### src/rtl/rbo_pkg.sv
`default_nettype none

package rbo_pkg;

    // Default ring depth in bytes.
    localparam int DEPTH_DEF = 256;

    // Width of the byte and of the reported count.
    localparam int BYTE_W  = 8;
    localparam int COUNT_W = 8;

    typedef enum logic [1:0] {
        REQ_PUSH  = 2'd0,
        REQ_POP   = 2'd1,
        REQ_CLEAR = 2'd2
    } req_t;

    // Result flags handed from the index control to the output stage.
    typedef struct packed {
        logic [COUNT_W-1:0] fill_count;
        logic               pop_was_empty;
        logic               oldest_dropped;
        logic               pop_hit;
    } res_t;

endpackage

`default_nettype wire

### src/rtl/rbo_store.sv
`default_nettype none

module rbo_store #(
    parameter int DEPTH = rbo_pkg::DEPTH_DEF,
    parameter int IDX_W = $clog2(DEPTH)
) (
    input  wire logic                     clk,
    input  wire logic                     wr_en,
    input  wire logic [IDX_W-1:0]         wr_addr,
    input  wire logic [rbo_pkg::BYTE_W-1:0] wr_data,
    input  wire logic                     rd_en,
    input  wire logic [IDX_W-1:0]         rd_addr,
    output logic      [rbo_pkg::BYTE_W-1:0] rd_data
);

    logic [rbo_pkg::BYTE_W-1:0] mem [DEPTH];

    always_ff @(posedge clk)
    begin
        if (wr_en)
        begin
            mem[wr_addr] <= wr_data;
        end
    end

    always_ff @(posedge clk)
    begin
        if (rd_en)
        begin
            rd_data <= mem[rd_addr];
        end
    end

endmodule

`default_nettype wire

### src/rtl/rbo_ctrl.sv
`default_nettype none

module rbo_ctrl #(
    parameter int DEPTH = rbo_pkg::DEPTH_DEF,
    parameter int IDX_W = $clog2(DEPTH)
) (
    input  wire logic             clk,
    input  wire logic             rst_n,
    input  wire logic             accept,
    input  wire logic [1:0]       req_type,
    output logic                  wr_en,
    output logic [IDX_W-1:0]      wr_addr,
    output logic                  rd_en,
    output logic [IDX_W-1:0]      rd_addr,
    output rbo_pkg::res_t         res
);

    localparam logic [IDX_W-1:0] LAST = IDX_W'(DEPTH - 1);

    logic [IDX_W-1:0] wr_idx_reg, wr_idx_next;
    logic [IDX_W-1:0] rd_idx_reg, rd_idx_next;
    logic [IDX_W-1:0] count_reg,  count_next;
    logic             is_push;
    logic             hit;

    function automatic logic [IDX_W-1:0] step_idx(input logic [IDX_W-1:0] i);
        return (i == LAST) ? '0 : i + IDX_W'(1);
    endfunction

    always_comb
    begin
        wr_idx_next = wr_idx_reg;
        rd_idx_next = rd_idx_reg;
        count_next  = count_reg;
        is_push     = 1'b0;
        hit         = 1'b0;
        res         = '0;
        case (rbo_pkg::req_t'(req_type))
            rbo_pkg::REQ_PUSH:
            begin
                is_push     = 1'b1;
                wr_idx_next = step_idx(wr_idx_reg);
                if (count_reg == LAST)
                begin
                    rd_idx_next        = step_idx(rd_idx_reg);
                    res.oldest_dropped = 1'b1;
                end
                else
                begin
                    count_next = count_reg + IDX_W'(1);
                end
            end
            rbo_pkg::REQ_POP:
            begin
                if (count_reg != '0)
                begin
                    hit         = 1'b1;
                    rd_idx_next = step_idx(rd_idx_reg);
                    count_next  = count_reg - IDX_W'(1);
                end
                else
                begin
                    res.pop_was_empty = 1'b1;
                end
            end
            rbo_pkg::REQ_CLEAR:
            begin
                wr_idx_next = '0;
                rd_idx_next = '0;
                count_next  = '0;
            end
            default:
            begin
                count_next = count_reg;
            end
        endcase
        res.pop_hit    = hit;
        res.fill_count = rbo_pkg::COUNT_W'(count_next);
    end

    assign wr_en   = accept & is_push;
    assign wr_addr = wr_idx_reg;
    assign rd_en   = accept & hit;
    assign rd_addr = rd_idx_reg;

    always_ff @(posedge clk or negedge rst_n)
    begin
        if (!rst_n)
        begin
            wr_idx_reg <= '0;
            rd_idx_reg <= '0;
            count_reg  <= '0;
        end
        else if (accept)
        begin
            wr_idx_reg <= wr_idx_next;
            rd_idx_reg <= rd_idx_next;
            count_reg  <= count_next;
        end
    end

endmodule

`default_nettype wire

### src/rtl/rx_byte_ring_buffer_overwrite.sv
// A push, clear or unused request, or a pop of an empty ring, gives its result beat in the cycle
// after it is accepted; a pop that finds data gives its beat once the memory read returns through
// the pending flag. Throughput: one request per cycle while the output register is free, except
// that a pop with data holds the input while the byte store's single read port returns the byte.
// Reset: indices and count clear at once; the byte store is not cleared and needs no pass.
`default_nettype none

module rx_byte_ring_buffer_overwrite #(
    parameter int DEPTH = rbo_pkg::DEPTH_DEF
) (
    input  wire logic        clk,
    input  wire logic        rst_n,
    input  wire logic        in_valid,
    output logic             in_ready,
    input  wire logic [1:0]  req_type,
    input  wire logic [7:0]  rx_byte,
    output logic             out_valid,
    input  wire logic        out_ready,
    output logic [7:0]       pop_data,
    output logic             pop_was_empty,
    output logic             oldest_dropped,
    output logic [7:0]       fill_count
);

    localparam int IDX_W = $clog2(DEPTH);

    // A request is taken when no pop read is in flight and the output register is
    // either empty or being emptied in this same cycle.
    logic accept;

    logic             wr_en;
    logic [IDX_W-1:0] wr_addr;
    logic             rd_en;
    logic [IDX_W-1:0] rd_addr;
    logic [7:0]       rd_data;
    rbo_pkg::res_t    res;

    logic pend_reg;
    logic out_valid_reg;

    assign in_ready  = !pend_reg && (!out_valid_reg || out_ready);
    assign accept    = in_valid && in_ready;
    assign out_valid = out_valid_reg;

    rbo_ctrl #(
        .DEPTH (DEPTH),
        .IDX_W (IDX_W)
    ) u_ctrl (
        .clk      (clk),
        .rst_n    (rst_n),
        .accept   (accept),
        .req_type (req_type),
        .wr_en    (wr_en),
        .wr_addr  (wr_addr),
        .rd_en    (rd_en),
        .rd_addr  (rd_addr),
        .res      (res)
    );

    rbo_store #(
        .DEPTH (DEPTH),
        .IDX_W (IDX_W)
    ) u_store (
        .clk     (clk),
        .wr_en   (wr_en),
        .wr_addr (wr_addr),
        .wr_data (rx_byte),
        .rd_en   (rd_en),
        .rd_addr (rd_addr),
        .rd_data (rd_data)
    );

    // Control: a pop with data parks in the pending flag for one cycle while the
    // memory read completes; every other request goes straight to the output.
    always_ff @(posedge clk or negedge rst_n)
    begin
        if (!rst_n)
        begin
            pend_reg      <= 1'b0;
            out_valid_reg <= 1'b0;
        end
        else
        begin
            pend_reg <= accept && res.pop_hit;
            if (pend_reg)
            begin
                out_valid_reg <= 1'b1;
            end
            else if (accept)
            begin
                out_valid_reg <= !res.pop_hit;
            end
            else if (out_ready)
            begin
                out_valid_reg <= 1'b0;
            end
        end
    end

    // Payload: the flags and count are captured at acceptance, and the popped byte
    // replaces the zero data when the read returns, while the pending flag is set.
    always_ff @(posedge clk)
    begin
        if (accept)
        begin
            pop_data       <= '0;
            pop_was_empty  <= res.pop_was_empty;
            oldest_dropped <= res.oldest_dropped;
            fill_count     <= res.fill_count;
        end
        else if (pend_reg)
        begin
            pop_data <= rd_data;
        end
    end

endmodule

`default_nettype wire
### config.mk
export PLATFORM = sky130hd
export DESIGN_NAME = rx_byte_ring_buffer_overwrite
export DESIGN_NICKNAME = d
export VERILOG_FILES = /design/src/rtl/rbo_pkg.sv /design/src/rtl/rbo_store.sv /design/src/rtl/rbo_ctrl.sv /design/src/rtl/rx_byte_ring_buffer_overwrite.sv
export SDC_FILE = /design/constraint.sdc
export NUM_CORES = 2
export LEC_CHECK = 0
export BUFFER_PORTS_ARGS = -buffer_cell sky130_fd_sc_hd__buf_4
export CELL_PAD_IN_SITES_DETAIL_PLACEMENT = 0
export CELL_PAD_IN_SITES_GLOBAL_PLACEMENT = 2
export CORE_MARGIN = 5
export CORE_UTILIZATION = 45
export DETAILED_ROUTE_END_ITERATION = 10
export HOLD_SLACK_MARGIN = 0.02
export PLACE_DENSITY = 0.76
export SYNTH_ARGS = -nofsm -noshare
export SYNTH_HDL_FRONTEND = slang
export SYNTH_SLANG_ARGS = --single-unit
### constraint.sdc
create_clock -name clk -period 3.6 [get_ports clk]
set_input_delay 0.18 -clock clk [delete_from_list [all_inputs] [get_ports clk]]
set_output_delay 0.18 -clock clk [all_outputs]
set_load 0.01 [all_outputs]
==> summary.md <==
| Metric | Value |
|---|---|
| Hold depth | 1 |
| DP HPWL | 145 mm |
| Maximum capacitance violations | 0 |
| RePlAce Congestion | 0.852 |
| Levels on crit path | 7 |
| CP arrival | between 4 and 5 ns |
| Depth of the CTS H-tree | 4 |
| Pin count of the biggest net entering global routing | 142 |
| Tmin final | between 3 and 4 ns |
| Starting DRT DRC Count | ~5200 |
| Postcts setup bufs | 0 |
| Routed wl met3 | roughly 21 mm |
| Wire per inst | ~32 um |
| Fraction of layout cells with a size suffix above 1 | 27.8% |
| Clock Latency Late Sink | about 0.86 ns |
| Io pins | 34 |
| DIE WIDTH | between 400 and 500 um |
| Setup TNS | 0 ns |
| Starting density of the core | 45.2% |
| Dpl cell area | 88900 um2 |
| Register area share after synthesis | around three quarters |
| Syn Nets | 4112 |
| Hold crit path type | in2reg |
| R2r startpoint | u_ctrl.rd_addr[2] |
| FF-to-FF path depth | 7 |
| Placed insts | a little under 7000 |
| Final Setup Violations | 0 |
| Core Area | 183000 um2 |
| CP Capture Type | register |
| Worst-case hold path end point | u_store.mem[5][3] |
| Vias/cell | between 6 and 7 |
| Global Route Usage Sum | between 20% and 30% |
| Count leader, synth | edfxtp_1 |
| Worst-Margin Slew | approximately 1.4 ns |
| Syn_area_per_cell | 20.2 um2 |
| CTS tree | done |
| Most used flip-flop cell after synthesis | edfxtp_1 |
| Setup Slack @ Placement | -0.0569 ns |
| Pwr Total | around 65 mW |
| CP max stage cell | nor4_1 |
| Worst reg2reg setup slack | 0.07 ns |
| Leak Pwr | a little over 30 nW |
| Startpoint of the worst hold path | rx_byte[3] |
| Top achievable clock speed | roughly 0.28 GHz |
| Highest metal used | met5 |
| Distinct cells, synth | a little over 80 |
| Data required, critical path | roughly 4.3 ns |
| Worst Skew | about 0.032 ns |
| Area grow syn2layout | 16.2% |
| Area contributors post-synth | edfxtp_1 (75%), mux4_2 (11%), mux2i_1 (3.1%), nor2_1 (1.4%), dfrtp_1 (0.79%) |
| RSZ-0062 raised after global routing | no |
| Slew Viols, Final | 0 |
| Root Buffer | clkbuf_16 |
| Vias in the first global route | about 43000 |
| Final WS setup | about 0.07 ns |
| Status | finished clean |
| Drt first pass iters | 5 |
| Cells after Synth | approximately 4000 |
| DRT Wirelength | roughly 230 mm |
| Total number of vias | about 44000 |
| DR WL met2 | 106 mm |
| Worst hold slack | slightly below 0.07 ns |
| Peak VDD IR | ~0.53 mV |
| First-pass GRT wire length | 327 mm |
| Congestion Overflow GR | 0 |
| Yosys reg bits | between 2000 and 2500 |
| Rows | approximately 160 |
| Max transition margin | a little over 8% |
| Worst path top cell family by delay | simple AND/OR/NAND/NOR gates |
| IO Port Bufs | 33 |
| Register bank with the most flops | u_store.mem |
| Top cell type by total area after synthesis | edfxtp_1 |
| Crit Path Max Fanout | 20 |
| Total clock sinks | 2100 |
| Finished Cell Area | between 90000 and 100000 um2 |
| Initial antenna violation count | 7 |
| Pwr/cell area | approximately 700 nW/um2 |
| Async set-reset flop share out of synthesis | under 10% |
| Die area | between 150000 and 200000 um2 |
| Residual DRC count | 0 |
| Die Y-Extent | around 440 um |
| Critical Path Max Stage Delay | 0.88 ns |
| Metal1 wirelength | about 95 mm |
| Final hold vios | 0 |
| Critical-path cell list | inv_4 -> buf_4 -> mux2i_1 -> o21ai_0 -> nor4b_1 -> nor4_1 -> o2bb2ai_1 |
| Final Cycle Share | 98.0% |
| Capturing point of the worst reg2reg path | u_store.rd_data[7] |
| Nets | roughly 4600 |
| Yosys top cell area share | 75.2% |
| CTS Buf Count | around 200 |
| Clk buf depth | 3 |
| Final Non-Filler Cells | about 7000 |
| Ys Warns | 0 |
| Clock slew at reported path FFs | about 0.06 ns |
| Top cells by count, synth | edfxtp_1 (2066), mux4_2 (409), nor2_1 (313), mux2i_1 (259), nand2_1 (125) |
| Critical path type | reg2reg |
| Buffers & Inverters on Critical Path | 2 |
| EDFF count, synth | slightly above 2000 |
| Critical Path Start Type | register |
| Fin util | 52.5% |
| Final ANT Viol Nets | 0 |
| Synthesized area | 82500 um2 |
| Max reg flops | ~2000 |
how the worst max path moves through the flow:
stage	startpoint	end	slack [ns]
floorplan	pend_reg	u_store.mem[12][0]	1.00
global placement	u_ctrl.rd_addr[2]	u_store.rd_data[1]	-0.14
detailed placement	u_ctrl.rd_addr[2]	u_store.rd_data[1]	-0.06
CTS	u_ctrl.rd_addr[0]	u_store.rd_data[3]	0.01
global route	u_ctrl.rd_addr[0]	u_store.rd_data[6]	0.07
finish	u_ctrl.rd_addr[2]	u_store.rd_data[7]	0.07
power by group:
part | leakage, nW | switching (mW) | total (mW) | internal, mW
sequential | 19.0 | 0.262 | 27.3 | 27.0
clock | 3.26 | 9.32 | 21.6 | 12.3
combinational | 8.39 | 9.50 | 16.4 | 6.93
cells by family (layout without fill, tap and decap cells):
family	after synthesis	count (layout)	synth area share, %
adders and majority gates	8	8	0.121
AOI/OAI and AO/OA	463	463	4.06
and+or+nand+nor	552	552	2.83
buffers and inverters	269	967	2.07
xor gates and xnor gates	3	3	0.0319
DFF	2100	2100	76.2
muxes	695	695	14.7
other	0	3	0
layout by cell type, fill, tap and decap left out, drive strengths merged, types with 14 or more instances in the layout:
cell,instances
a221oi,37
dfrtp,26
o221ai,69
bufinv,25
nor2,314
a21oi,66
mux2,26
o21ai,80
a211oi,32
nor2b,14
mux2i,259
buf,548
clkbuf,247
o22ai,21
inv,25
clkinv,97
mux4,410
a22oi,48
nand2,125
edfxtp,2066
nand3,24
a22o,24
layer usage:
layer / track usage (%) / up-vias
met5: 0 / -
met4: 6.88 / 2
met3: 4.38 / 319
met2: 36.6 / 2283
met1: 35.2 / 23300
li1: - / 18000
what timing repair did:
item / in CTS / in global routing
endpoints found under the hold margin: 315 / 0
resized for setup: 3 / 3
hold buffers: 13 / 0
endpoints found under the setup margin: 3 / 2
layout make-up:
cell class | count | area (um2)
fillers | 14300 | 86900
flip-flops and latches | 2100 | 62900
multi-input cells | 1721 | 18000
clock buffers | 239 | 5240
repair buffers | 568 | 5080
well taps | 2385 | 2980
clock inverters | 142 | 1540
inverters | 18 | 70.1
diodes | 3 | 7.51
Note: power is estimated with default switching activity, not from simulation.
